--- config.mk ---
export PLATFORM = sky130hd
export DESIGN_NAME = per_source_moving_average
export DESIGN_NICKNAME = d
export VERILOG_FILES = /design/src/rtl/psma_pkg.sv /design/src/rtl/per_source_moving_average.sv /design/src/rtl/psma_ram.sv /design/src/rtl/psma_ctrl.sv /design/src/rtl/psma_dp.sv
export SDC_FILE = /design/constraint.sdc
export NUM_CORES = 2
export LEC_CHECK = 0
export BUFFER_PORTS_ARGS = -buffer_cell sky130_fd_sc_hd__buf_2
export CAP_MARGIN = 20
export CELL_PAD_IN_SITES_DETAIL_PLACEMENT = 1
export CELL_PAD_IN_SITES_GLOBAL_PLACEMENT = 1
export CORE_ASPECT_RATIO = 1.75
export CORE_MARGIN = 2
export CORE_UTILIZATION = 40
export CTS_CLUSTER_DIAMETER = 100
export CTS_CLUSTER_SIZE = 16
export DETAILED_ROUTE_END_ITERATION = 16
export GPL_ROUTABILITY_DRIVEN = 0
export PLACE_DENSITY_LB_ADDON = 0.1
export RECOVER_POWER = 100
export SYNTH_ARGS = -nofsm -noshare
export SYNTH_HDL_FRONTEND = slang
export SYNTH_HIERARCHICAL = 1
export SYNTH_SLANG_ARGS = --single-unit
--- constraint.sdc ---
create_clock -name clock -period 5.1 [get_ports clock]
set_input_delay 1.275 -clock clock [delete_from_list [all_inputs] [get_ports clock]]
set_output_delay 1.275 -clock clock [all_outputs]
set_load 0.05 [all_outputs]
--- src/rtl/psma_pkg.sv ---
// shared constants, beat types, controller state and command/status structs
package psma_pkg;

   localparam int TABLE_ENTRIES = 16;
   localparam int WINDOW        = 6;

   localparam int ADDR_HALF_W = 64;
   localparam int AVG_W       = 16;
   localparam int RSP_SLOT_W  = 4;
   localparam int RSP_FILL_W  = 3;

   localparam int IDX_W      = (TABLE_ENTRIES > 1) ? $clog2(TABLE_ENTRIES) : 1;
   localparam int SLOT_W     = $clog2(WINDOW);
   localparam int CNT_W      = $clog2(WINDOW + 1);
   localparam int SUM_W      = AVG_W + $clog2(WINDOW);
   localparam int HIST_DEPTH = TABLE_ENTRIES * WINDOW;
   localparam int HADDR_W    = (HIST_DEPTH > 1) ? $clog2(HIST_DEPTH) : 1;
   localparam int DIV_CNT_W  = $clog2(AVG_W);

   typedef struct packed {
      logic [ADDR_HALF_W-1:0] addr_high;
      logic [ADDR_HALF_W-1:0] addr_low;
      logic [AVG_W-1:0]       sample;
   } req_type;

   typedef struct packed {
      logic [AVG_W-1:0]      average;
      logic [RSP_SLOT_W-1:0] slot;
      logic [RSP_FILL_W-1:0] fill_count;
      logic                  table_full;
   } rsp_type;

   typedef enum logic [3:0] {
      ST_IDLE,
      ST_SEARCH,
      ST_INSERT,
      ST_WRITE,
      ST_READ,
      ST_DRAIN,
      ST_DIV_INIT,
      ST_DIV,
      ST_FINISH,
      ST_FULL
   } psma_state_type;

   typedef struct packed {
      logic load;
      logic step;
      logic insert;
      logic write;
      logic read;
      logic div_init;
      logic div_step;
      logic emit_avg;
      logic emit_full;
   } psma_cmd_type;

   typedef struct packed {
      logic cur_valid;
      logic cur_match;
      logic idx_last;
      logic rd_last;
      logic div_last;
      logic out_busy;
   } psma_status_type;

endpackage

--- src/rtl/per_source_moving_average.sv ---
// top level: per-sender moving average over the last WINDOW samples
// per request beat: the key search walks the table entries up to the hit or first
//   free entry, the history ram gives one read per held sample, the divider takes
//   16 steps; a full table skips the history update, reads and divide
// throughput: one item at a time, next request beat taken once the result is registered
// reset clears the controller, the entry valid bits and the result valid;
//   keys and history ram are not cleared
module per_source_moving_average (
   input  logic              clock,
   input  logic              reset,
   input  logic              req_valid,
   output logic              req_stall,
   input  psma_pkg::req_type req_data,
   output logic              rsp_valid,
   input  logic              rsp_stall,
   output psma_pkg::rsp_type rsp_data
);

   psma_pkg::psma_cmd_type    cmd;
   psma_pkg::psma_status_type status;

   psma_ctrl u_ctrl (
      .clock     (clock),
      .reset     (reset),
      .req_valid (req_valid),
      .req_stall (req_stall),
      .status    (status),
      .cmd       (cmd)
   );

   psma_dp u_dp (
      .clock     (clock),
      .reset     (reset),
      .cmd       (cmd),
      .status    (status),
      .req_data  (req_data),
      .rsp_valid (rsp_valid),
      .rsp_stall (rsp_stall),
      .rsp_data  (rsp_data)
   );

endmodule

--- src/rtl/psma_ram.sv ---
// generic single-write, single-read ram with registered read data
module psma_ram #(
   parameter int WIDTH = 16,
   parameter int DEPTH = 96
) (
   input  logic                                       clock,
   input  logic                                       wr_en,
   input  logic [((DEPTH > 1) ? $clog2(DEPTH) : 1)-1:0] wr_addr,
   input  logic [WIDTH-1:0]                           wr_data,
   input  logic                                       rd_en,
   input  logic [((DEPTH > 1) ? $clog2(DEPTH) : 1)-1:0] rd_addr,
   output logic [WIDTH-1:0]                           rd_data
);

   logic [WIDTH-1:0] mem_ff [DEPTH];
   logic [WIDTH-1:0] rd_data_ff;

   always_ff @(posedge clock) begin
      if (wr_en) begin
         mem_ff[wr_addr] <= wr_data;
      end
      if (rd_en) begin
         rd_data_ff <= mem_ff[rd_addr];
      end
   end

   assign rd_data = rd_data_ff;

endmodule

--- src/rtl/psma_ctrl.sv ---
// controller state machine: search, insert, history update, summing, divide, emit
module psma_ctrl (
   input  logic                       clock,
   input  logic                       reset,
   input  logic                       req_valid,
   output logic                       req_stall,
   input  psma_pkg::psma_status_type  status,
   output psma_pkg::psma_cmd_type     cmd
);

   psma_pkg::psma_state_type state_ff;
   psma_pkg::psma_state_type state_in;

   always_ff @(posedge clock) begin
      if (reset) begin
         state_ff <= psma_pkg::ST_IDLE;
      end else begin
         state_ff <= state_in;
      end
   end

   // next state
   always_comb begin
      state_in = state_ff;
      unique case (state_ff)
         psma_pkg::ST_IDLE: begin
            if (req_valid) state_in = psma_pkg::ST_SEARCH;
         end
         psma_pkg::ST_SEARCH: begin
            // entries fill from the bottom, so the first free one ends the search
            priority if (!status.cur_valid) begin
               state_in = psma_pkg::ST_INSERT;
            end else if (status.cur_match) begin
               state_in = psma_pkg::ST_WRITE;
            end else if (status.idx_last) begin
               state_in = psma_pkg::ST_FULL;
            end else begin
               state_in = psma_pkg::ST_SEARCH;
            end
         end
         psma_pkg::ST_INSERT:   state_in = psma_pkg::ST_WRITE;
         psma_pkg::ST_WRITE:    state_in = psma_pkg::ST_READ;
         psma_pkg::ST_READ: begin
            if (status.rd_last) state_in = psma_pkg::ST_DRAIN;
         end
         psma_pkg::ST_DRAIN:    state_in = psma_pkg::ST_DIV_INIT;
         psma_pkg::ST_DIV_INIT: state_in = psma_pkg::ST_DIV;
         psma_pkg::ST_DIV: begin
            if (status.div_last) state_in = psma_pkg::ST_FINISH;
         end
         psma_pkg::ST_FINISH, psma_pkg::ST_FULL: begin
            if (!status.out_busy) state_in = psma_pkg::ST_IDLE;
         end
         default: state_in = psma_pkg::ST_IDLE;
      endcase
   end

   // commands
   always_comb begin
      cmd       = '0;
      req_stall = 1'b1;
      unique case (state_ff)
         psma_pkg::ST_IDLE: begin
            req_stall = 1'b0;
            cmd.load  = req_valid;
         end
         psma_pkg::ST_SEARCH: begin
            cmd.step = status.cur_valid && !status.cur_match && !status.idx_last;
         end
         psma_pkg::ST_INSERT:   cmd.insert   = 1'b1;
         psma_pkg::ST_WRITE:    cmd.write    = 1'b1;
         psma_pkg::ST_READ:     cmd.read     = 1'b1;
         psma_pkg::ST_DRAIN:    cmd          = '0;
         psma_pkg::ST_DIV_INIT: cmd.div_init = 1'b1;
         psma_pkg::ST_DIV:      cmd.div_step = 1'b1;
         psma_pkg::ST_FINISH:   cmd.emit_avg  = !status.out_busy;
         psma_pkg::ST_FULL:     cmd.emit_full = !status.out_busy;
         default:               cmd          = '0;
      endcase
   end

endmodule

--- src/rtl/psma_dp.sv ---
// datapath: sender table, history ram, running sum, restoring divider, result register
module psma_dp (
   input  logic                       clock,
   input  logic                       reset,
   input  psma_pkg::psma_cmd_type     cmd,
   output psma_pkg::psma_status_type  status,
   input  psma_pkg::req_type          req_data,
   output logic                       rsp_valid,
   input  logic                       rsp_stall,
   output psma_pkg::rsp_type          rsp_data
);

   psma_pkg::req_type                      in_ff;
   logic [psma_pkg::IDX_W-1:0]             idx_ff;
   logic [psma_pkg::IDX_W-1:0]             idx_in;

   logic [2*psma_pkg::ADDR_HALF_W-1:0]     key_ff [psma_pkg::TABLE_ENTRIES];
   logic [psma_pkg::TABLE_ENTRIES-1:0]     valid_ff;
   logic [psma_pkg::CNT_W-1:0]             held_ff [psma_pkg::TABLE_ENTRIES];
   logic [psma_pkg::SLOT_W-1:0]            ptr_ff [psma_pkg::TABLE_ENTRIES];
   logic [2*psma_pkg::ADDR_HALF_W-1:0]     key_in;
   logic [psma_pkg::CNT_W-1:0]             held_in;
   logic [psma_pkg::SLOT_W-1:0]            ptr_in;

   logic [psma_pkg::CNT_W-1:0]             n_ff;
   logic [psma_pkg::SLOT_W-1:0]            rd_cnt_ff;
   logic [psma_pkg::SLOT_W-1:0]            rd_cnt_in;
   logic                                   rd_pend_ff;
   logic [psma_pkg::SUM_W-1:0]             sum_ff;
   logic [psma_pkg::SUM_W-1:0]             sum_in;

   logic [psma_pkg::CNT_W-1:0]             rem_ff;
   logic [psma_pkg::CNT_W-1:0]             rem_in;
   logic [psma_pkg::AVG_W-1:0]             quo_ff;
   logic [psma_pkg::AVG_W-1:0]             quo_in;
   logic [psma_pkg::DIV_CNT_W-1:0]         div_cnt_ff;
   logic [psma_pkg::DIV_CNT_W-1:0]         div_cnt_in;
   logic [psma_pkg::CNT_W:0]               trial;
   logic                                   trial_ge;

   logic                                   rsp_valid_ff;
   logic                                   rsp_valid_in;
   psma_pkg::rsp_type                      rsp_data_ff;
   psma_pkg::rsp_type                      rsp_data_in;

   logic [psma_pkg::HADDR_W-1:0]           hist_base;
   logic [psma_pkg::HADDR_W-1:0]           hist_wr_addr;
   logic [psma_pkg::HADDR_W-1:0]           hist_rd_addr;
   logic [psma_pkg::AVG_W-1:0]             hist_rd_data;

   // sender table
   assign key_in = {in_ff.addr_high, in_ff.addr_low};

   always_comb begin
      idx_in = idx_ff;
      if (cmd.load) begin
         idx_in = '0;
      end else if (cmd.step) begin
         idx_in = idx_ff + 1'b1;
      end
   end

   always_comb begin
      held_in = held_ff[idx_ff];
      if (held_ff[idx_ff] != psma_pkg::CNT_W'(psma_pkg::WINDOW)) begin
         held_in = held_ff[idx_ff] + 1'b1;
      end
      ptr_in = ptr_ff[idx_ff] + 1'b1;
      if (ptr_ff[idx_ff] == psma_pkg::SLOT_W'(psma_pkg::WINDOW - 1)) begin
         ptr_in = '0;
      end
   end

   always_ff @(posedge clock) begin
      if (reset) begin
         valid_ff <= '0;
      end else if (cmd.insert) begin
         valid_ff[idx_ff] <= 1'b1;
      end
   end

   always_ff @(posedge clock) begin
      if (cmd.load) begin
         in_ff <= req_data;
      end
      idx_ff <= idx_in;
      if (cmd.insert) begin
         key_ff[idx_ff]  <= key_in;
         held_ff[idx_ff] <= '0;
         ptr_ff[idx_ff]  <= '0;
      end else if (cmd.write) begin
         held_ff[idx_ff] <= held_in;
         ptr_ff[idx_ff]  <= ptr_in;
      end
      if (cmd.write) begin
         n_ff <= held_in;
      end
   end

   // history: each entry owns WINDOW slots, written round robin, so the held
   // samples always sit in the first n slots of the entry
   assign hist_base    = psma_pkg::HADDR_W'(idx_ff) * psma_pkg::HADDR_W'(psma_pkg::WINDOW);
   assign hist_wr_addr = hist_base + psma_pkg::HADDR_W'(ptr_ff[idx_ff]);
   assign hist_rd_addr = hist_base + psma_pkg::HADDR_W'(rd_cnt_ff);

   psma_ram #(
      .WIDTH(psma_pkg::AVG_W),
      .DEPTH(psma_pkg::HIST_DEPTH)
   ) u_hist_ram (
      .clock   (clock),
      .wr_en   (cmd.write),
      .wr_addr (hist_wr_addr),
      .wr_data (in_ff.sample),
      .rd_en   (cmd.read),
      .rd_addr (hist_rd_addr),
      .rd_data (hist_rd_data)
   );

   always_comb begin
      rd_cnt_in = rd_cnt_ff;
      sum_in    = sum_ff;
      if (cmd.write) begin
         rd_cnt_in = '0;
         sum_in    = '0;
      end else begin
         if (cmd.read) rd_cnt_in = rd_cnt_ff + 1'b1;
         if (rd_pend_ff) sum_in = sum_ff + psma_pkg::SUM_W'(hist_rd_data);
      end
   end

   always_ff @(posedge clock) begin
      if (reset) begin
         rd_pend_ff <= 1'b0;
      end else begin
         rd_pend_ff <= cmd.read;
      end
   end

   always_ff @(posedge clock) begin
      rd_cnt_ff <= rd_cnt_in;
      sum_ff    <= sum_in;
   end

   // restoring divider; the mean fits in AVG_W bits so the top sum bits
   // start as the remainder
   assign trial    = {rem_ff, quo_ff[psma_pkg::AVG_W-1]};
   assign trial_ge = trial >= {1'b0, n_ff};

   always_comb begin
      rem_in     = rem_ff;
      quo_in     = quo_ff;
      div_cnt_in = div_cnt_ff;
      if (cmd.div_init) begin
         rem_in     = psma_pkg::CNT_W'(sum_ff[psma_pkg::SUM_W-1:psma_pkg::AVG_W]);
         quo_in     = sum_ff[psma_pkg::AVG_W-1:0];
         div_cnt_in = '0;
      end else if (cmd.div_step) begin
         rem_in     = trial_ge ? psma_pkg::CNT_W'(trial - {1'b0, n_ff})
                               : psma_pkg::CNT_W'(trial);
         quo_in     = {quo_ff[psma_pkg::AVG_W-2:0], trial_ge};
         div_cnt_in = div_cnt_ff + 1'b1;
      end
   end

   always_ff @(posedge clock) begin
      rem_ff     <= rem_in;
      quo_ff     <= quo_in;
      div_cnt_ff <= div_cnt_in;
   end

   // result register
   always_comb begin
      rsp_valid_in = rsp_valid_ff && rsp_stall;
      rsp_data_in  = rsp_data_ff;
      if (cmd.emit_avg) begin
         rsp_valid_in           = 1'b1;
         rsp_data_in.average    = quo_ff;
         rsp_data_in.slot       = psma_pkg::RSP_SLOT_W'(idx_ff);
         rsp_data_in.fill_count = psma_pkg::RSP_FILL_W'(n_ff);
         rsp_data_in.table_full = 1'b0;
      end else if (cmd.emit_full) begin
         rsp_valid_in           = 1'b1;
         rsp_data_in            = '0;
         rsp_data_in.table_full = 1'b1;
      end
   end

   always_ff @(posedge clock) begin
      if (reset) begin
         rsp_valid_ff <= 1'b0;
      end else begin
         rsp_valid_ff <= rsp_valid_in;
      end
   end

   always_ff @(posedge clock) begin
      rsp_data_ff <= rsp_data_in;
   end

   assign rsp_valid = rsp_valid_ff;
   assign rsp_data  = rsp_data_ff;

   assign status.cur_valid = valid_ff[idx_ff];
   assign status.cur_match = key_ff[idx_ff] == key_in;
   assign status.idx_last  = idx_ff == psma_pkg::IDX_W'(psma_pkg::TABLE_ENTRIES - 1);
   assign status.rd_last   = (psma_pkg::CNT_W'(rd_cnt_ff) + 1'b1) == n_ff;
   assign status.div_last  = div_cnt_ff == psma_pkg::DIV_CNT_W'(psma_pkg::AVG_W - 1);
   assign status.out_busy  = rsp_valid_ff && rsp_stall;

`ifndef SYNTH
   a_emit_free: assert property (@(posedge clock) disable iff (reset)
      (cmd.emit_avg || cmd.emit_full) |-> !(rsp_valid_ff && rsp_stall))
      else $error("result written over a stalled beat");

   a_read_count: assert property (@(posedge clock) disable iff (reset)
      cmd.read |-> (n_ff != '0) && (n_ff <= psma_pkg::CNT_W'(psma_pkg::WINDOW)))
      else $error("history read with bad fill count");

   a_quo_fits: assert property (@(posedge clock) disable iff (reset)
      cmd.div_init |-> (psma_pkg::CNT_W'(sum_ff[psma_pkg::SUM_W-1:psma_pkg::AVG_W]) < n_ff))
      else $error("sum too large for its fill count");

   a_insert_free: assert property (@(posedge clock) disable iff (reset)
      cmd.insert |-> !valid_ff[idx_ff])
      else $error("insert over a valid entry");
`endif

endmodule

; Word-level counts from Yosys, hierarchy flattened
; Memories as Yosys holds them, arrays and structs flattened. A register that Yosys moved wholly into a read port is not among the register bits.
; Cells that the tools add are included.
[word_totals]
n_memories = 4
ff_bits = 242
ramBits = 3680
input_bits = 148
[memory_table]
columns = memory, words, width, read_ports, rd_ports_with_merged_regs, write_ports, line
row1 = u_dp.key_ff, 16, 128, 1, 1, 1, psma_dp.sv:17  ; logic [2*psma_pkg::ADDR_HALF_W-1:0] key_ff [psma_pkg::TABLE_ENTRIES];
row2 = u_dp.u_hist_ram.mem_ff, 96, 16, 1, 1, 1, psma_ram.sv:15  ; logic [WIDTH-1:0] mem_ff [DEPTH];
row3 = u_dp.held_ff, 16, 3, 1, 1, 1, psma_dp.sv:19  ; logic [psma_pkg::CNT_W-1:0] held_ff [psma_pkg::TABLE_ENTRIES];
row4 = u_dp.ptr_ff, 16, 3, 1, 1, 1, psma_dp.sv:20  ; logic [psma_pkg::SLOT_W-1:0] ptr_ff [psma_pkg::TABLE_ENTRIES];
[classes]
order_cmp = 3
n_reduce_logical = 12
multipliers = 1
eq_ne = 19
n_bitwise = 3
add_sub_neg = 9
muxes = 47
[ops]
columns = operator, count
row1 = $eq A128 B128 Y1, 1
row2 = $mux W4, 13
row3 = $mux W24, 2
row4 = $pmux W4 S9, 1
row5 = $mux W16, 2
row6 = $mux W3, 7
row7 = $mux W1, 20
row8 = $add A19 B16 Y19, 1
row9 = $eq A4 B3 Y1 const B, 4
row10 = $eq A4 B4 Y1 const B, 4
row11 = $or A16 B16 Y16, 1
row12 = $add A7 B3 Y7, 2
row13 = $add A3 B1 Y3 const B, 3
row14 = $add A4 B1 Y4 const B, 2
row15 = $eq A4 B2 Y1 const B, 2
row16 = $ne A2 B2 Y1 const B, 4
row17 = $mul A4 B2 Y6 const B, 1
row18 = $lt A4 B5 Y1 const B, 1
row19 = $bmux W1 S4, 1
row20 = $demux W1 S4, 1
row21 = $eq A4 B1 Y1 const B, 1
row22 = $ge A4 B1 Y1 const B, 1
row23 = $ge A4 B3 Y1, 1
row24 = $logic_and A1 B1 Y1, 4
row25 = other kinds (10), 14

; Logic depth before layout (Yosys ltp)
[depth]
ltp_word = 7
ltp_mapped = 21
ltp_nobuf = 15

; By module
; Netlist, hierarchy kept.
[modules_own_cells]
columns = module, cells_each, instances, seq_area_each_um2, area_each_um2
row1 = psma_dp, 4135, 1, 71118.2, 92486.2
row2 = psma_ram, 2614, 1, 46604.7, 59404.5
row3 = psma_ctrl, 49, 1, 80.1, 370.4

; Least setup slack after synthesis
; No wires, ideal clock.
[synth_timing]
kind = register -> register
start = reg with a tool-made name
end = mem u_dp.u_hist_ram.mem_ff[50][0] (enable)
t_arrival_ns = 5.227
period_less_slack_ns = 5.636
setup_time_ns = 0.409
stages_incl_launch_ff = 19
n_path_buf = 6
slack_ns = -0.536
path_cell_list = dfxtp_1 buf_6 buf_6 buf_6 buf_6 buf_2 buf_2 mux4_2 mux4_2 ha_1 a21o_1 nand3_1 o21ai_0 o2111ai_1 o31ai_1 nand2_1 nor2b_1 nand3_1 nor3_1
[synth_rtl]
columns = element, line
row1 = to (decl), psma_ram.sv:15

; Final worst setup path
[layout_timing]
start = reg u_dp/idx_ff[0] in the netlist's numbering
end = reg u_dp.u_hist_ram.rd_data_ff[2] (netlist: u_dp/u_hist_ram/rd_data[2]) (read register of u_dp.u_hist_ram.mem_ff), data pin
[layout_between]
elab_chain_cells = 2
[layout_lines]
columns = element, line
row1 = from (decl), psma_dp.sv:14  ; logic [psma_pkg::IDX_W-1:0] idx_ff;
row2 = from (signal assigned), psma_dp.sv:86  ; idx_ff <= idx_in;
row3 = $mul A4 B2 Y6, psma_dp.sv:102  ; assign hist_base = psma_pkg::HADDR_W'(idx_ff) * psma_pkg::HADDR_W'(psma_pkg::WINDOW);
row4 = "named net u_dp.hist_base, one bit", psma_dp.sv:46  ; logic [psma_pkg::HADDR_W-1:0] hist_base;
row5 = $add A7 B3 Y7, psma_dp.sv:104  ; assign hist_rd_addr = hist_base + psma_pkg::HADDR_W'(rd_cnt_ff);
row6 = "named net u_dp.hist_rd_addr, one bit", psma_dp.sv:48  ; logic [psma_pkg::HADDR_W-1:0] hist_rd_addr;
row7 = to (decl), psma_ram.sv:16  ; logic [WIDTH-1:0] rd_data_ff;
; The timed path passes the listed nets, and every way through them passes these cells.
; A chain may end at the register's enable or synchronous reset.

==> out/results.txt <==
Max-cap violations: 46
Yosys warns: 6
CP Data Required Time: 5760 ps
Startpoint Class: register
Max Clock Skew: 50.2 ps
Primary FF master, synth: edfxtp_1
IO Port Bufs: 173
Drt pass-1 iters: 5
Most frequent cell after synthesis: edfxtp_1
Area of the core: 0.379 mm²
Detail Route Antenna Nets: 0
Mapped Cells: 6798
Hold crit path type: register to register
H-tree Lvls: 5
Vias/cell: 5.70
# DRC: 0
Initial antenna violation count: 21
WL/cell: 35.2 µm
CP Cell Sequence: inv_1 > ha_1 > fa_1 > clkbuf_4 > clkbuf_1 > mux4_2 > mux2i_1 > buf_4 > a221oi_1 > nand2_1 > clkbuf_2 > nand3_1 > buf_4
Nets: 7769
Violated checks: capacitance limit, slew limit
Run status: finished, violations left
VDD IR max: 0.309 mV
EDFF count, synth: 3885
I/O pins: 174
Relative slew margins: -156%
Area grow syn2layout: 12.8%
Seq pwr share: 46.9%
Final wirelength: 445000 µm
Most common library cells after synthesis: edfxtp_1 (3885), mux4_2 (968), mux2i_1 (235)
Syn Nets: 6988
Post-route setup slack: 85.6 ps
Worst-path maximum fanout: 31
Crit path max-delay family: buffers and inverters
Complex-gate fraction of the synthesized area: 1.66%
Fillers: 34100
Leakage power: 52.1 nW
FFs w/ async S/R, synth: 0%
Slowest-stage cell, CP: fa_1
Switching pwr: 25.7 mW
Max Root-Sink Buffers: 4
CTS clk-pin slew, worst paths: 70 ps
Detail Placement HPWL: 275000 µm
CTS tree: done
Total number of vias: 72000
Final setup vio count: 0
Fin. Hold Viols: 0
Xor-xnor portion of the synthesized cell area: 1.19%
CTS Hold Buffers Added: 0
Fin crit period: 5010 ps
Area leader, netlist: edfxtp_1
Mapped cell area: 0.152 mm²
RSZ-0062 raised after global routing: false
Pin count of the biggest net entering global routing: 97
Slew Limit Fails: 2387
Clock power share: 25.5%
Root Driver: clkbuf_16
R2r setup slk: 90 ps
Top cells by area, synth: edfxtp_1 (77%), mux4_2 (14%), mux2i_1 (1.5%)
Combinational Power Share: 27.6%
Sw Share: 30.3%
Total power: 84.7 mW
Synth top area share: 76.6%
DRT iter0 DRCs: 6071
Clock Latency Late Sink: 920 ps
CTS buffer count: 288
PwrDens: 493 mW/mm²
Sink Count: 3942
Sequential-to-total area share from yosys stat: 77.4%
Row cnt: 299
Worst Tran Pin Value: 3840 ps
Fmax: 0.199 GHz
Largest family of logic cells by synthesized area: multiplexers
Syn Area/Cell: 22.4 µm²
First-pass GRT wire length: 625000 µm
CP max stage delay: 960 ps
Most frequent cell on the critical path: buf_4
Crit share post-route: 98.3%
Starting density of the core: 40.2%
Critical path class: register to register
Vias in the first global route: 78400
Mux cell area share after synthesis: 16.1%
CP endpoint kind: register
Die Span Y: 820 µm
TNS Setup: 0 ps
Critical path arrival: 5670 ps
Die width: 470 µm
GRT Total Usage: 23.0%
Pre-CTS setup slack: -369 ps
Worst path bufs/invs: 6
Adder-Cell Fraction of Synth Area: 0.370%
Simple-Gate Fraction of Synth Area: 2.04%
Ratio of cells with drive above 1 in the final layout: 27.2%
Hold Slack: 472 ps
Yosys cell types: 80
Internal Power: 59.0 mW
Die ar.: 0.386 mm²
Synthesized flop and latch total: 3942
Gr ovfl total: 0
[tightest hold or removal path: stages (launching register included)]
cell and delay (ps):
dfxtp_1 330, nor2_1 50, nor2_1 70
[flip-flops by register name, indices dropped and copies added (netlist names), named ones only]
signal	flops
u_dp/rsp_valid	1
u_dp/valid_ff	16
u_dp/in_ff	144
u_dp/idx_ff	4
u_dp/u_hist_ram/mem_ff	1536
u_dp/rd_cnt_ff	3
u_dp/rem_ff	3
u_ctrl/state_ff	4
u_dp/key_ff	2048
u_dp/rd_pend_ff	1
u_dp/div_cnt_ff	4
u_dp/ptr_ff	48
u_dp/quo_ff	16
u_dp/n_ff	3
u_dp/rsp_data	24
u_dp/sum_ff	19
u_dp/u_hist_ram/rd_data	16
u_dp/held_ff	48
[stage by stage]
stage	std cells	cell area, µm²	util (%)
finish	12600	172000	45.3
global route	12600	172000	45.3
CTS	12600	173000	45.6
detailed placement	12200	164000	43.3
global placement	12200	164000	43.3
floorplan	6798	152000	-
[metal layers]
metal	routed length, µm	track usage, %	up-vias	share of wire [%]
met5	27	0	-	0.0061
met4	18300	8.01	4	4.1
met3	13200	2.10	520	3.0
met2	250000	43.9	1427	56
met1	164000	26.7	40100	37
li1	-	-	29900	-
[logic make-up after synthesis]
logic type,Yosys count
fa+ha+maj,42
xor+xnor,207
simple gates,637
flops,3942
buf+inv,359
mux,1237
compound gates,374
[what timing repair did]
| action | in CTS | in global routing |
|---|---|---|
| buffers inserted | 25 | 7 |
| setup endpoints to repair | 10 | 641 |
| cloned | 14 | 2 |
| pin swaps | 14 | 9 |
| resized for setup | 63 | 32 |
[final cells by class]
| type | count | area [µm²] | area share, % |
|---|---|---|---|
| clock inverters | 8 | 80.1 | 0.0466 |
| well taps | 4966 | 6210 | 3.62 |
| inverters | 28 | 106 | 0.0619 |
| clock buffers | 344 | 7710 | 4.49 |
| flip-flops and latches | 3942 | 118000 | 68.6 |
| repair buffers | 822 | 6900 | 4.02 |
| multi-input cells | 2497 | 32900 | 19.2 |
| diodes | 12 | 30.0 | 0.0175 |
[power groups by stage]
| stage | clock [mW] | sequential, mW | combinational [mW] |
|---|---|---|---|
| after floorplan | 0 | 40.2 | 12.9 |
| after global routing | 23.1 | 39.9 | 24.7 |
| after CTS | 22.2 | 39.6 | 24.2 |
| after detailed placement | 0 | 40.4 | 23.3 |
| after global placement | 0 | 40.3 | 23.1 |
| final | 21.6 | 39.7 | 23.4 |
[path summary, 6_finish.rpt]
path | from | end | cells past startpoint
setup / recovery | u_dp/idx_ff[0]$_SDFFE_PP0P_ | u_dp/u_hist_ram/rd_data[2]$_DFFE_PP_ | 13
hold / removal | u_dp/valid_ff[1]$_SDFFE_PP0P_ | u_dp/valid_ff[1]$_SDFFE_PP0P_ | 2
setup reg to reg | u_dp/idx_ff[0]$_SDFFE_PP0P_ | u_dp/u_hist_ram/rd_data[2]$_DFFE_PP_ | 13
hold reg to reg | u_dp/valid_ff[1]$_SDFFE_PP0P_ | u_dp/valid_ff[1]$_SDFFE_PP0P_ | 2
[placed cells by master (no fill, tap or decap), types with 52 or more instances in the layout]
cell,synthesis,routed
buf_4,64,314
nand2_1,122,121
edfxtp_1,3885,3885
a21oi_1,93,92
buf_12,0,81
nand3_1,65,64
xnor2_1,128,121
mux2i_1,235,233
nor2_1,208,203
a22oi_1,54,54
dfxtp_1,57,52
xor2_1,79,70
buf_2,144,112
clkbuf_2,0,59
clkbuf_4,0,73
clkbuf_1,81,181
mux4_2,968,968
clkbuf_16,0,304
No activity file was read; power rests on OpenSTA's default activity.
